### src/hw/rtl/rsif_pkg.sv
`timescale 1ns / 1ps
// ----------------------------------------------------------------------------
// rsif_pkg
// Shared types, constants and helpers for the relay scheduler with
// interval fallback.
// ----------------------------------------------------------------------------
package rsif_pkg;

   localparam int NUM_TIMERS = 4;
   localparam int TIMER_W    = 12;
   localparam int TABLE_W    = 48;
   localparam int MAX_ON_W   = 11;
   localparam int CNT_W      = $clog2(NUM_TIMERS + 1);
   localparam int DAY_MIN    = 1440;
   localparam int MUL_A_W    = 11;
   localparam int MUL_B_W    = 16;

   localparam logic [31:0]         GUARD_MS      = 32'd60000;
   localparam logic [31:0]         GRACE_MS      = 32'd900000;
   localparam logic [MUL_B_W-1:0]  MS_PER_MIN    = 16'd60000;
   localparam logic [MUL_B_W-1:0]  SEC_PER_MIN   = 16'd60;
   localparam logic [MAX_ON_W-1:0] ASSUMED_BLOCK = 11'd120;
   localparam logic [MAX_ON_W-1:0] MIN_OFF       = 11'd30;

   // minutes of the day per enabled timer, for one to five timers
   localparam logic [MAX_ON_W-1:0] DAY_QUOTA [1:5] = '{
      MAX_ON_W'(DAY_MIN / 1),
      MAX_ON_W'(DAY_MIN / 2),
      MAX_ON_W'(DAY_MIN / 3),
      MAX_ON_W'(DAY_MIN / 4),
      MAX_ON_W'(DAY_MIN / 5)
   };

   localparam int CSR_IDX_W  = 2;
   localparam int CSR_DATA_W = TABLE_W;
   localparam logic [CSR_IDX_W-1:0] CSR_TIMERS   = 2'd0;
   localparam logic [CSR_IDX_W-1:0] CSR_MAX_ON   = 2'd1;
   localparam logic [CSR_IDX_W-1:0] CSR_FALLBACK = 2'd2;

   localparam logic [1:0] CMD_NONE = 2'd0;
   localparam logic [1:0] CMD_OFF  = 2'd1;
   localparam logic [1:0] CMD_ON   = 2'd2;

   localparam logic [1:0] EVT_NONE   = 2'd0;
   localparam logic [1:0] EVT_LOST   = 2'd1;
   localparam logic [1:0] EVT_RESUME = 2'd2;

   typedef struct packed {
      logic        clock_valid;
      logic [4:0]  hour;
      logic [5:0]  minute;
      logic [8:0]  day_of_year;
      logic [31:0] now_ms;
      logic        relay_on;
      logic [31:0] on_seconds;
      logic        cutoff_valid;
      logic [31:0] cutoff_ms;
   } rsif_req_type;

   typedef struct packed {
      logic [1:0] relay_cmd;
      logic       timer_fired;
      logic [1:0] mode_event;
      logic       interval_mode;
   } rsif_rsp_type;

   typedef struct packed {
      logic [TABLE_W-1:0]  timer_table;
      logic [MAX_ON_W-1:0] max_on_minutes;
      logic                fallback_enabled;
   } rsif_csr_type;

   typedef struct packed {
      logic        issue;
      logic        mul;
      logic [31:0] a;
      logic [31:0] b;
      logic [31:0] c;
   } rsif_op_type;

   typedef struct packed {
      logic [31:0] value;
      logic        ge;
   } rsif_res_type;

   typedef struct packed {
      logic       en;
      logic [4:0] hour;
      logic [5:0] minute;
   } rsif_timer_type;

   function automatic rsif_timer_type timer_field(input logic [TABLE_W-1:0] tbl,
                                                  input int idx);
      timer_field = TIMER_W'(tbl >> (idx * TIMER_W));
   endfunction

   // minutes of the day per enabled timer
   function automatic logic [MAX_ON_W-1:0] day_quota(input logic [CNT_W-1:0] n);
      day_quota = '0;
      for (int k = 1; k <= NUM_TIMERS; k++) begin
         if (n == CNT_W'(k)) begin
            day_quota = DAY_QUOTA[k];
         end
      end
   endfunction

endpackage

### src/hw/rtl/rsif_unit.sv
`timescale 1ns / 1ps
// ----------------------------------------------------------------------------
// rsif_unit
// Shared arithmetic unit: narrow multiply, or wraparound subtract with an
// unsigned compare against a threshold. Result registered.
// ----------------------------------------------------------------------------
module rsif_unit (
   input  logic                 clock,
   input  rsif_pkg::rsif_op_type  op,
   output rsif_pkg::rsif_res_type res
);
   import rsif_pkg::*;

   logic [MUL_A_W+MUL_B_W-1:0] prod;
   logic [31:0]                diff;
   rsif_res_type               res_ff;
   rsif_res_type               res_in;

   assign prod = op.a[MUL_A_W-1:0] * op.b[MUL_B_W-1:0];
   assign diff = op.a - op.b;

   always_comb begin
      if (op.mul) begin
         res_in.value = {{(32 - MUL_A_W - MUL_B_W){1'b0}}, prod};
         res_in.ge    = 1'b0;
      end else begin
         res_in.value = diff;
         res_in.ge    = (diff >= op.c);
      end
   end

   always_ff @(posedge clock) begin
      if (op.issue) begin
         res_ff <= res_in;
      end
   end

   assign res = res_ff;

endmodule

### src/hw/rtl/rsif_ctrl.sv
`timescale 1ns / 1ps
// ----------------------------------------------------------------------------
// rsif_ctrl
// Sequencer and scheduler state: steps the shared unit through the grace,
// duty and guard checks, then decides the relay command for the tick.
// ----------------------------------------------------------------------------
module rsif_ctrl (
   input  logic                   clock,
   input  logic                   reset,
   input  logic                   accept,
   input  rsif_pkg::rsif_req_type req,
   input  rsif_pkg::rsif_csr_type csr,
   input  logic                   out_free,
   output logic                   busy,
   output logic                   done,
   output rsif_pkg::rsif_rsp_type rsp,
   output rsif_pkg::rsif_op_type  op,
   input  rsif_pkg::rsif_res_type res
);
   import rsif_pkg::*;

   localparam logic [2:0] ST_IDLE  = 3'd0;
   localparam logic [2:0] ST_GRACE = 3'd1;
   localparam logic [2:0] ST_MOFF  = 3'd2;
   localparam logic [2:0] ST_MBLK  = 3'd3;
   localparam logic [2:0] ST_OFFC  = 3'd4;
   localparam logic [2:0] ST_CUT   = 3'd5;
   localparam logic [2:0] ST_DONE  = 3'd6;

   logic [2:0]   state_ff, state_in;
   rsif_req_type item_ff;
   logic         started_ff;
   logic [31:0]  boot_ff;
   logic         prev_ff;
   logic [31:0]  off_since_ff;
   logic         fb_ff, fb_in;
   logic [4:0]   fired_hour_ff;
   logic [5:0]   fired_minute_ff;
   logic [8:0]   fired_day_ff;
   logic         grace_ok_ff;
   logic [31:0]  off_ms_ff;
   logic [31:0]  blk_s_ff;
   logic         off_ok_ff;

   logic [CNT_W-1:0]    en_cnt;
   logic                any_match;
   logic [MAX_ON_W-1:0] blk;
   logic signed [MAX_ON_W+1:0] off_raw;
   logic [MAX_ON_W-1:0] off_min;
   logic                fire;
   logic [1:0]          cmd;
   logic [1:0]          ev;

   always_comb begin
      rsif_timer_type t;
      en_cnt    = '0;
      any_match = 1'b0;
      for (int i = 0; i < NUM_TIMERS; i++) begin
         t = timer_field(csr.timer_table, i);
         if (t.en) begin
            en_cnt = en_cnt + CNT_W'(1);
            if (t.hour == item_ff.hour && t.minute == item_ff.minute) begin
               any_match = 1'b1;
            end
         end
      end
   end

   assign blk     = (csr.max_on_minutes == '0) ? ASSUMED_BLOCK : csr.max_on_minutes;
   assign off_raw = $signed({2'b00, day_quota(en_cnt)}) - $signed({2'b00, blk});
   assign off_min = (off_raw < $signed({2'b00, MIN_OFF})) ? MIN_OFF
                                                           : off_raw[MAX_ON_W-1:0];

   always_comb begin
      fb_in = fb_ff;
      cmd   = CMD_NONE;
      ev    = EVT_NONE;
      fire  = 1'b0;
      if (!item_ff.clock_valid) begin
         if (en_cnt != '0 && csr.fallback_enabled && grace_ok_ff) begin
            fb_in = 1'b1;
            if (!fb_ff) begin
               ev = EVT_LOST;
            end
            if (item_ff.relay_on) begin
               if (csr.max_on_minutes == '0 && item_ff.on_seconds >= blk_s_ff) begin
                  cmd = CMD_OFF;
               end
            end else if (off_ok_ff) begin
               cmd = CMD_ON;
            end
         end
      end else begin
         if (fb_ff) begin
            fb_in = 1'b0;
            ev    = EVT_RESUME;
         end
         if (!(item_ff.hour == fired_hour_ff && item_ff.minute == fired_minute_ff &&
               item_ff.day_of_year == fired_day_ff) &&
             !(item_ff.cutoff_valid && !res.ge) &&
             !item_ff.relay_on && any_match) begin
            fire = 1'b1;
            cmd  = CMD_ON;
         end
      end
   end

   always_comb begin
      op       = '0;
      state_in = state_ff;
      case (state_ff)
         ST_IDLE: begin
            if (accept) begin
               state_in = ST_GRACE;
            end
         end
         ST_GRACE: begin
            op.issue = 1'b1;
            op.a     = item_ff.now_ms;
            op.b     = boot_ff;
            op.c     = GRACE_MS;
            state_in = ST_MOFF;
         end
         ST_MOFF: begin
            op.issue = 1'b1;
            op.mul   = 1'b1;
            op.a     = {{(32 - MAX_ON_W){1'b0}}, off_min};
            op.b     = {{(32 - MUL_B_W){1'b0}}, MS_PER_MIN};
            state_in = ST_MBLK;
         end
         ST_MBLK: begin
            op.issue = 1'b1;
            op.mul   = 1'b1;
            op.a     = {{(32 - MAX_ON_W){1'b0}}, blk};
            op.b     = {{(32 - MUL_B_W){1'b0}}, SEC_PER_MIN};
            state_in = ST_OFFC;
         end
         ST_OFFC: begin
            op.issue = 1'b1;
            op.a     = item_ff.now_ms;
            op.b     = off_since_ff;
            op.c     = off_ms_ff;
            state_in = ST_CUT;
         end
         ST_CUT: begin
            op.issue = 1'b1;
            op.a     = item_ff.now_ms;
            op.b     = item_ff.cutoff_ms;
            op.c     = GUARD_MS;
            state_in = ST_DONE;
         end
         ST_DONE: begin
            if (out_free) begin
               state_in = ST_IDLE;
            end
         end
         default: begin
            state_in = ST_IDLE;
         end
      endcase
   end

   assign busy = (state_ff != ST_IDLE);
   assign done = (state_ff == ST_DONE) && out_free;

   assign rsp.relay_cmd     = cmd;
   assign rsp.timer_fired   = fire;
   assign rsp.mode_event    = ev;
   assign rsp.interval_mode = fb_in;

   always_ff @(posedge clock) begin
      if (reset) begin
         state_ff        <= ST_IDLE;
         started_ff      <= 1'b0;
         boot_ff         <= '0;
         prev_ff         <= 1'b0;
         off_since_ff    <= '0;
         fb_ff           <= 1'b0;
         fired_hour_ff   <= '1;
         fired_minute_ff <= '1;
         fired_day_ff    <= '1;
      end else begin
         state_ff <= state_in;
         if (state_ff == ST_IDLE && accept) begin
            started_ff <= 1'b1;
            prev_ff    <= req.relay_on;
            if (!started_ff) begin
               boot_ff <= req.now_ms;
            end
            if (!started_ff || (prev_ff && !req.relay_on)) begin
               off_since_ff <= req.now_ms;
            end
         end
         if (done) begin
            fb_ff <= fb_in;
            if (fire) begin
               fired_hour_ff   <= item_ff.hour;
               fired_minute_ff <= item_ff.minute;
               fired_day_ff    <= item_ff.day_of_year;
            end
         end
      end
   end

   // captured unit results
   always_ff @(posedge clock) begin
      if (state_ff == ST_IDLE && accept) begin
         item_ff <= req;
      end
      if (state_ff == ST_MOFF) begin
         grace_ok_ff <= res.ge;
      end
      if (state_ff == ST_MBLK) begin
         off_ms_ff <= res.value;
      end
      if (state_ff == ST_OFFC) begin
         blk_s_ff <= res.value;
      end
      if (state_ff == ST_CUT) begin
         off_ok_ff <= res.ge;
      end
   end

endmodule

### src/hw/rtl/relay_schedule_with_interval_fallback.sv
`timescale 1ns / 1ps
// ----------------------------------------------------------------------------
// relay_schedule_with_interval_fallback
// Relay scheduler tick processor with clock-less interval fallback.
//
// Each transfer on the req_ channel is one scheduler tick; each tick gives
// exactly one transfer on the rsp_ channel with the relay command, the
// timer-fired flag, the mode event and the interval mode flag.
// Timer table, run limit and fallback enable are written through the csr_
// port. The user must write them only while no tick is in flight; the
// block itself does not enforce this. The result is registered in the
// output register after the states GRACE, MOFF, MBLK, OFFC, CUT and DONE.
// A new tick is not taken before the previous one is through; req_stall
// is high while a tick is being worked: five passes through the one shared
// multiply / subtract-compare unit and the decision state; ticks are taken in the idle state.
// A tick is taken while an earlier result still waits on rsp_stall; its
// result is held back until the output register frees.
// Reset (synchronous) clears the scheduler state and the registers to their
// defaults (fallback enabled) and empties the output register.
// ----------------------------------------------------------------------------
module relay_schedule_with_interval_fallback (
   input  logic                                clock,
   input  logic                                reset,
   input  logic                                req_valid,
   output logic                                req_stall,
   input  rsif_pkg::rsif_req_type              req_data,
   output logic                                rsp_valid,
   input  logic                                rsp_stall,
   output rsif_pkg::rsif_rsp_type              rsp_data,
   input  logic                                csr_write_en,
   input  logic [rsif_pkg::CSR_IDX_W-1:0]      csr_index,
   input  logic [rsif_pkg::CSR_DATA_W-1:0]     csr_data
);
   import rsif_pkg::*;

   rsif_csr_type csr_ff;
   logic         rsp_valid_ff;
   rsif_rsp_type rsp_data_ff;
   logic         accept;
   logic         out_free;
   logic         busy;
   logic         done;
   rsif_rsp_type result;
   rsif_op_type  op;
   rsif_res_type res;

   always_ff @(posedge clock) begin
      if (reset) begin
         csr_ff.timer_table      <= '0;
         csr_ff.max_on_minutes   <= '0;
         csr_ff.fallback_enabled <= 1'b1;
      end else if (csr_write_en) begin
         case (csr_index)
            CSR_TIMERS: begin
               csr_ff.timer_table <= csr_data[TABLE_W-1:0];
            end
            CSR_MAX_ON: begin
               csr_ff.max_on_minutes <= csr_data[MAX_ON_W-1:0];
            end
            CSR_FALLBACK: begin
               csr_ff.fallback_enabled <= csr_data[0];
            end
            default: begin
            end
         endcase
      end
   end

   assign req_stall = busy;
   assign accept    = req_valid && !busy;
   assign out_free  = !rsp_valid_ff || !rsp_stall;

   rsif_ctrl u_ctrl (
      .clock    (clock),
      .reset    (reset),
      .accept   (accept),
      .req      (req_data),
      .csr      (csr_ff),
      .out_free (out_free),
      .busy     (busy),
      .done     (done),
      .rsp      (result),
      .op       (op),
      .res      (res)
   );

   rsif_unit u_unit (
      .clock (clock),
      .op    (op),
      .res   (res)
   );

   always_ff @(posedge clock) begin
      if (reset) begin
         rsp_valid_ff <= 1'b0;
      end else if (done) begin
         rsp_valid_ff <= 1'b1;
      end else if (!rsp_stall) begin
         rsp_valid_ff <= 1'b0;
      end
   end

   always_ff @(posedge clock) begin
      if (done) begin
         rsp_data_ff <= result;
      end
   end

   assign rsp_valid = rsp_valid_ff;
   assign rsp_data  = rsp_data_ff;

endmodule

### config.mk
export PLATFORM = sky130hd
export DESIGN_NAME = relay_schedule_with_interval_fallback
export DESIGN_NICKNAME = d
export VERILOG_FILES = /design/src/hw/rtl/rsif_pkg.sv /design/src/hw/rtl/rsif_unit.sv /design/src/hw/rtl/rsif_ctrl.sv /design/src/hw/rtl/relay_schedule_with_interval_fallback.sv
export SDC_FILE = /design/constraint.sdc
export NUM_CORES = 1
export LEC_CHECK = 0
export BUFFER_PORTS_ARGS = -buffer_cell sky130_fd_sc_hd__buf_2
export CAP_MARGIN = 5
export CORE_UTILIZATION = 63
export CTS_BUF_LIST = sky130_fd_sc_hd__clkbuf_8
export DETAILED_ROUTE_END_ITERATION = 8
export HOLD_SLACK_MARGIN = 0.1
export PLACE_DENSITY = 0.83
export SYNTH_ARGS = -nofsm -noshare
export SYNTH_HDL_FRONTEND = slang
export SYNTH_SLANG_ARGS = --single-unit
export TNS_END_PERCENT = 20
### constraint.sdc
create_clock -name clock -period 11.75 [get_ports clock]
set_input_delay 0.5875 -clock clock [delete_from_list [all_inputs] [get_ports clock]]
set_output_delay 0.5875 -clock clock [all_outputs]
set_load 0.05 [all_outputs]
After elaboration in Yosys (flattened, before gate mapping)
Cells that the tools add are included.
{"block": "totals", "word_cells": 153, "reg_bits": 375, "input_bits": 174, "out_inout_bits": 8}
{"block": "classes", "n_eq_ne": 26, "magnitude_cmp": 3, "n_mux": 42, "bitwise_logic": 1, "n_addsub": 5, "reduce_logical": 42, "multipliers": 1}
{"cell": "64-bit case mux with 5 select lines", "count": 1}
{"cell": "32-bit case mux with 3 select lines", "count": 1}
{"cell": "11-bit 2-to-1 mux", "count": 6}
{"cell": "32-bit >= comparator", "count": 2}
{"cell": "32-bit subtractor", "count": 1}
{"cell": "6-bit == test", "count": 5}
{"cell": "28-bit 2-to-1 mux", "count": 1}
{"cell": "11-bit by 16-bit multiplier with 27-bit output", "count": 1}
{"cell": "5-bit == test", "count": 5}
{"cell": "3-bit case mux with 7 select lines", "count": 1}
{"cell": "1-bit 2-to-1 mux", "count": 19}
{"cell": "1-bit logical AND", "count": 17}
{"cell": "2-bit 2-to-1 mux", "count": 8}
{"cell": "3-bit 2-to-1 mux", "count": 5}
{"cell": "2-bit AND reduction", "count": 7}
{"cell": "13-bit by 6-bit less-than comparator with 1-bit output (second input constant)", "count": 1}
{"cell": "3-bit by 2-bit == test with 1-bit output (second input constant)", "count": 4}
{"cell": "3-bit == test (second input constant)", "count": 4}
{"cell": "11-bit by 11-bit subtractor with 12-bit output", "count": 1}
{"cell": "11-bit zero test", "count": 1}
{"cell": "3-bit by 1-bit adder with 3-bit output (second input constant)", "count": 3}
{"cell": "9-bit == test", "count": 1}
{"cell": "1-bit zero test", "count": 9}
{"cell": "3-bit by 1-bit == test with 1-bit output (second input constant)", "count": 2}
{"cell": "10 further kinds", "count": 14}

Depth between registers and ports, before layout
Gate-level depths: netlist (run 1).
{"block": "logic_depth", "ltp_word": 19, "depth_mapped": 40, "ltp_nobuf": 38}

By module
From an unflattened synthesis (run 1), not the netlist that was laid out.
{"block": "unflattened", "hier_cells": 2620, "area_unflattened_um2": 25660.9}
{"mod": "rsif_ctrl", "area_each_um2": 12914.9, "instances": 1, "cells_each": 1196}
{"mod": "rsif_unit", "area_each_um2": 9930.8, "instances": 1, "cells_each": 1163}
{"mod": "relay_schedule_with_interval_fallback", "area_each_um2": 2815.2, "instances": 1, "cells_each": 261}

Least setup slack after synthesis (run 1)
OpenSTA, ideal clock, no wires.
{"block": "synth_path", "path_type": "reg-to-reg", "from": "register csr_ff[23] (netlist name)", "to": "register u_unit.res_ff, in the netlist u_unit.res[26] (data pin)", "t_arrival_ns": 8.430, "synth_period_minus_slack_ns": 8.698, "path_slack_ns": 3.052, "n_path_buf": 2, "path_stages_with_launch": 39, "path_cell_list": "dfxtp_1 inv_1 ha_1 clkbuf_1 or2_2 o21ai_0 nand2_1 o21ai_0 ha_1 nor2b_1 a32oi_1 nand3_1 a21oi_1 o21ai_2 and2_1 nand2_1 and2_1 buf_2 [... 3 more ...] fa_1 inv_1 fa_1 fa_1 fa_1 inv_1 fa_1 inv_1 ha_1 a21o_1 a21o_1 a21oi_1 or3b_4 a21o_1 a2111o_1 a31oi_1 xor2_1 o21ai_0"}
{"element": "start: declaration", "line_no": "relay_schedule_with_interval_fallback.sv:36", "text": "rsif_csr_type csr_ff;"}
{"element": "end signal: assignment", "line_no": "rsif_unit.sv:34", "text": "res_ff <= res_in;"}
{"element": "end: declaration", "line_no": "rsif_unit.sv:16", "text": "rsif_res_type res_ff;"}

==> flow_summary_export.csv, run 1 <==
group,metric,value,unit
status,outcome,"finished clean",
synth,synthTopCellsByArea,"edfxtp_1 28%, dfxtp_1 12%, fa_1 10%, ha_1 9.5%, nand2_1 6.2%",
synth,async_flop_share,0,%
clock_network,cts_tree,"yes",
critical_path,worstPathMaxFanout,10,
sta,slew_viol_final,0,
finish,drive_gt1_share,12.5,%
drt,vias,19900,
sta,fin_crit_sh,84.8,%
hold_path,hold_class,"input port to flip-flop",
hold_path,whs_endpoint,"u_ctrl.item_ff[102]",
critical_path,reg2reg_depth,36,
synth,synth.most_common_cell,"nand2_1",
sta,totalNegativeSetupSlack,0,ps
power,irDropWorstVdd,0.000148,V
critical_path,slowest_stage,"fa_1",
clock_network,clock_path_buffers,3,
sta,clock.fmax,0.100,GHz
floorplanning,die_area,39300,um^2
clock_network,post_cts_buffers,0,
drt,finalWirelength,70700,um
floorplanning,coreArea,37800,um^2
power,seq_power_share,42.4,%
drt,drc,0,
critical_path,crit_required,12120,ps
global_route,grt_max_degree,84,
synth,synthFlopType,"edfxtp_1",
global_route,grt_pass1_wl,110000,um
power,p_leak,11.6,nW
power,sw_frac_of_total,33.9,%
power,intPower,0.00251,W
global_route,grt_usage,36.8,%
sta,worst_pin_slew,1280,ps
critical_path,reg2reg_from,"csr_ff[35]",
drt,ant_nets,0,
synth,synth_top_cell_area_share,27.7,%
global_route,grt_pass1_vias,20200,
synth,synth_fp_nets,3010,
power,p_comb_share,30.0,%
power,p_sw,0.00129,W
sta,relSlewSlack,14.7,%
synth,seq_area_frac_synth,40.2,%
synth,yosysWarnings,0,
placement,hpwl,50400,um
clock_network,cts_sinks,375,
placement,gp_congestion,0.960,
global_route,gr-total-overflow,0,
placement,dp_slack,1970,ps
finish,fin_nets,3254,
drt,drt_pass1_iterations,7,
synth,syn_area,24300,um^2
floorplanning,rows,71,
critical_path,cp-end-kind,"flip-flop",
finish,areaGrowthSynthToFinish,13.4,%
finish,nFillCells,2580,
synth,syn_avg_cell_area,9.61,um^2
synth,ys_seq_elements,375,
critical_path,critPathMaxStageDelay,550,ps
critical_path,cp.arrival,10330,ps
sta,finalSetupViolations,0,
clock_network,clk_pin_slew_worst_paths,60,ps
clock_network,numCtsBuffers,58,
floorplanning,ioPinCount,182,
drt,drt_iter0_markers,1619,
placement,port_buffers,181,
clock_network,htreeDepth,2,
synth,synth_cell_types,83,
synth,synthCells,2525,
critical_path,regToRegSetupSlack,1790,ps
synth,synth_area_leader_cell,"edfxtp_1",
drt,routedWlPerCell,21.2,um
critical_path,critPathKind,"flip-flop to flip-flop",
sta,finClkSkew,19.1,ps
clock_network,root_buffer,"clkbuf_8",
floorplanning,initial_utilization,64.3,%
sta,period_needed,9960,ps
run,cap_violations,0,
sta,rsz0062_at_grt,"false",
drt,routed_via_density,5.97,
synth,yosys-top-cells-count,"401 x nand2_1, 239 x a21oi_1, 238 x inv_1",
critical_path,r2r_end,"u_unit.res[26]",
power,powerDensity,138,nW/um^2
floorplanning,die_w,198,um
synth,synth-edff-count,224,
hold_path,min_path_cells,1,
sta,hold_viol,0,
power,finalPower,0.00380,W
global_route,grt_antenna_before_repair,1,
floorplanning,die_h,198,um
power,p_clk_share,27.6,%
sta,layout_setup_ws,1790,ps
critical_path,critPathLaunchType,"flip-flop",
clock_network,clk_latency,650,ps
hold_path,hp-start,"req_data[102]",
## placed cells by master (no fill, tap or decap), types with 22 or more instances in the layout
master	synthesis	layout
nand2_1	401	401
inv_1	238	263
a21oi_1	239	238
edfxtp_1	224	224
ha_1	185	185
buf_2	25	180
nor2_1	173	170
dfxtp_1	151	150
fa_1	126	126
xnor2_1	85	85
dlygate4sd3_1	0	80
o21ai_0	72	71
clkbuf_8	0	58
a21o_1	46	46
mux2i_1	42	42
and2_1	41	41
nor2b_1	37	36
xor2_1	34	34
or2_2	33	33
buf_4	1	30
nand4_1	29	29
a211o_1	23	23
nand3_1	22	22
## critical path, delay by kind of cell, from the launching register on
kind,cells,cell delay [ps]
buffers and inverters,6,780
xor gates and xnor gates,1,160
AOI/OAI and AO/OA,12,2760
and+or+nand+nor,8,1580
adders and majority gates,9,3970
DFF,1,410
## state kept, by name, indices dropped and copies added, names as in the netlist, 3 cells and up
signal and cells:
u_ctrl.blk_s_ff 32, rsp_data 6, csr_ff 60, u_ctrl.boot_ff 32
u_ctrl.state_ff 3, u_ctrl.off_since_ff 32, u_ctrl.fired_hour_ff 5, u_ctrl.item_ff 119
u_ctrl.fired_minute_ff 6, u_ctrl.fired_day_ff 9, u_unit.res 33, u_ctrl.off_ms_ff 32
## routing by layer
metal / up-vias / GRT usage, % / wire [um]
met3: 206 / 5.59 / 5590
met1: 9611 / 46.9 / 28100
li1: 9046 / - / -
met4: 0 / 16.9 / 3110
met2: 1012 / 61.7 / 33900
met5: - / 0 / 0
## power groups by stage
stage,combinational (W),clock (W),sequential (W)
6_report,0.00114,0.00105,0.00161
5_1_grt,0.00125,0.00111,0.00162
4_1_cts,0.00111,0.00105,0.00161
3_5_place_dp,0.00108,0,0.00163
3_3_place_gp,0.00104,0,0.00163
2_1_floorplan,0.000775,0,0.00160
## how the worst max path moves through the flow
stage                     startpoint             end  slack [ps]  cells after the start
final                     csr_ff[35]  u_unit.res[26]        1790                     36
after detailed placement  csr_ff[35]  u_unit.res[26]        1970                     36
after floorplan           csr_ff[23]  u_unit.res[26]        3050                     38
after global placement    csr_ff[23]  u_unit.res[26]        2240                     36
after CTS                 csr_ff[35]  u_unit.res[26]        1910                     36
after global routing      csr_ff[35]  u_unit.res[26]        1200                     36
## cells by family after synthesis
logic type	after synthesis	share of synthesized area (%)
mux	54	2.29
fa+ha+maj	311	19.9
xor+xnor	119	4.29
buf+inv	349	5.60
simple gates	830	15.6
compound gates	487	12.1
flops	375	40.2
## final cells by class
cell class / instances / area, um^2 / area share (%)
tap: 511 / 639 / 2.32
timing repair buffer: 290 / 1930 / 7.00
antenna: 1 / 2.50 / 0.00909
clock buffer: 58 / 798 / 2.90
sequential: 375 / 9750 / 35.4
clock inverter: 50 / 287 / 1.04
inverter: 243 / 915 / 3.32
multi-input combinational: 1801 / 13200 / 48.0
## stage by stage
step                instances  cell area [um^2]  hold WS (ps)  util, %
floorplan                2525             24300           421        -
global placement         3140             25600           428     67.9
detailed placement       3140             25600           434     67.9
CTS                      3328             27500           101     72.9
global route             3328             27500           110     72.9
finish                   3329             27500           133     72.9
## repair_timing
| action | in CTS | in global routing |
|---|---|---|
| endpoints found under the hold margin | 80 | 0 |
| hold buffers | 80 | 0 |
| gates resized for setup | 0 | 0 |
(Power assumes the default switching activity.)
==> inputs of run 2 (changes only) <==
==> constraint.sdc (replaced) <==
create_clock -name clock -period 9.26 [get_ports clock]
set_input_delay 0.463 -clock clock [delete_from_list [all_inputs] [get_ports clock]]
set_output_delay 0.463 -clock clock [all_outputs]
set_load 0.05 [all_outputs]
==> run 2 against run 1 <==
Net effect: via count is 6.0% higher; wire length is 8.0% higher; combinational power is 34% higher; die area stayed put; setup slack worse by 1500 ps; sequential power is 27% higher.
==> flow_summary_export.csv, run 2 (synthesis results as in run 1) <==
group,metric,value,unit
drt,drc,0,
finish,multi_input_area,13300,um^2
sta,worst_pin_slew,1270,ps
finish,register_area,9760,um^2
critical_path,crit_start,"csr_ff[35]",
floorplanning,coreArea,37800,um^2
finish,final_util,76.7,%
clock_network,clk_pin_slew_worst_paths,70,ps
critical_path,r2r_end,"u_unit.res[26]",
power,irDropWorstVdd,0.000186,V
critical_path,crit_top_cell,"fa_1",
critical_path,reg2reg_depth,36,
finish,largest_register_ffs,119,
finish,fin_nets,3372,
power,finalPower,0.00511,W
drt,routedWlPerCell,22.1,um
floorplanning,die_area,39300,um^2
drt,routed_via_density,6.11,
critical_path,critPathLaunchType,"flip-flop",
global_route,grt_antenna_before_repair,3,
critical_path,slowest_stage,"fa_1",
finish,drive_gt1_share,14.4,%
power,powerDensity,176,nW/um^2
critical_path,worstPathMaxFanout,6,
drt,finalWirelength,76300,um
finish,largest_register,"u_ctrl.item_ff",
clock_network,root_buffer,"clkbuf_8",
placement,hpwl,48800,um
clock_network,cts_tree,"yes",
global_route,grt_max_degree,95,
global_route,gr-total-overflow,0,
critical_path,crit_end,"u_unit.res[26]",
finish,areaGrowthSynthToFinish,19.3,%
sta,slew_viol_final,0,
critical_path,regToRegSetupSlack,270,ps
sta,relSlewSlack,15.3,%
clock_network,cts_sinks,375,
finish,layout_commonest_cell,"nand2_1",
status,outcome,"finished clean",
placement,gp_congestion,0.983,
critical_path,crit_required,9650,ps
clock_network,clock_path_buffers,3,
critical_path,critPathKind,"flip-flop to flip-flop",
critical_path,reg2reg_from,"csr_ff[35]",
sta,clock.fmax,0.111,GHz
run,cap_violations,0,
floorplanning,initial_utilization,64.3,%
power,p_leak,12.3,nW
drt,drt_pass1_iterations,6,
critical_path,cp.arrival,9380,ps
sta,totalNegativeSetupSlack,0,ps
drt,vias,21100,
clock_network,numCtsBuffers,59,
sta,period_needed,8990,ps
critical_path,critPathMaxStageDelay,560,ps
floorplanning,die_w,198,um
floorplanning,ioPinCount,182,
clock_network,htreeDepth,2,
sta,fin_crit_sh,97.1,%
floorplanning,die_h,198,um
clock_network,clk_latency,730,ps
drt,drt_iter0_markers,2280,
critical_path,cp-end-kind,"flip-flop",
sta,finClkSkew,87.6,ps
global_route,grt_pass1_wl,119000,um
placement,port_buffers,181,
hold_path,hold_class,"input port to flip-flop",
finish,nFillCells,2375,
global_route,grt_usage,39.7,%
drt,ant_nets,0,
sta,hold_viol,0,
sta,finalSetupViolations,0,
global_route,grt_pass1_vias,21900,
finish,most-common-layout-cells,"400 x nand2_1, 259 x inv_1, 235 x a21oi_1",
floorplanning,rows,71,
-- run 2: cell count changes in the layout (fill, tap and decap cells not counted), sizes merged --
cell / before / now
buf: 210 / 240
bufinv: 3 / 4
clkbuf: 58 / 71
clkinv: 19 / 10
clkinvlp: 3 / 0
diode: 1 / 5
dlygate4sd3: 80 / 167
inv: 268 / 267
-- run 2: timing repair --
item,CTS,global route
buffers inserted,3,9
endpoints found under the hold margin,244,0
pin swaps,2,9
hold buffers,167,0
resized for setup,6,34
setup endpoints to repair,5,10
-- run 2: worst min path at each step --
stage | cells after the start | start | endpoint | slack, ps
2_1_floorplan | 0 | u_unit.res[1] | u_ctrl.blk_s_ff[0] | 420
3_3_place_gp | 0 | u_unit.res[1] | u_ctrl.blk_s_ff[0] | 430
3_5_place_dp | 0 | u_unit.res[17] | u_ctrl.off_ms_ff[16] | 430
4_1_cts | 4 | csr_write_en | csr_ff[0] | 130
5_1_grt | 4 | csr_write_en | csr_ff[0] | 180
6_report | 4 | csr_write_en | csr_ff[0] | 160
-- run 2: power breakdown --
part           switching [W]  internal, W  leakage, nW
combinational       0.000917     0.000611         8.22
sequential         0.0000883      0.00196         3.32
clock               0.000724     0.000809        0.723
-- run 2: routing by layer --
| layer | vias to the layer above | track usage, % | wire [um] | share of wire (%) |
|---|---|---|---|---|
| li1 | 9276 | - | - | - |
| met3 | 375 | 8.53 | 7830 | 10 |
| met1 | 10100 | 48.3 | 28000 | 37 |
| met2 | 1370 | 65.5 | 36000 | 47 |
| met5 | - | 0 | 0 | 0 |
| met4 | 0 | 21.8 | 4520 | 5.9 |
-- run 2: final cells by class --
class	instances	share of cell area, %
Antenna cell	5	0.0432
Clock buffer	71	3.37
Clock inverter	38	0.946
Inverter	243	3.16
Multi-Input combinational cell	1801	46.1
Sequential cell	375	33.7
Tap cell	511	2.21
Timing Repair Buffer	407	10.5
-- run 2: worst max-delay path, delay by kind of cell, from the launching register on --
family / cells / cell delay (ps)
AOI/OAI and AO/OA: 13 / 2860
and+or+nand+nor: 8 / 1350
xor gates and xnor gates: 1 / 180
DFF: 1 / 390
buffers and inverters: 6 / 530
adders and majority gates: 8 / 3350
-- run 2: through the flow --
stage / hold WS (ps) / setup WS [ps] / cell area [um^2] / cells
floorplan: 421 / 562 / 24300 / 2525
global placement: 432 / 19.3 / 25800 / 3158
detailed placement: 434 / -198 / 25800 / 3158
CTS: 132 / 2.95 / 28700 / 3437
global route: 180 / -97.1 / 28900 / 3449
finish: 163 / 269 / 29000 / 3451
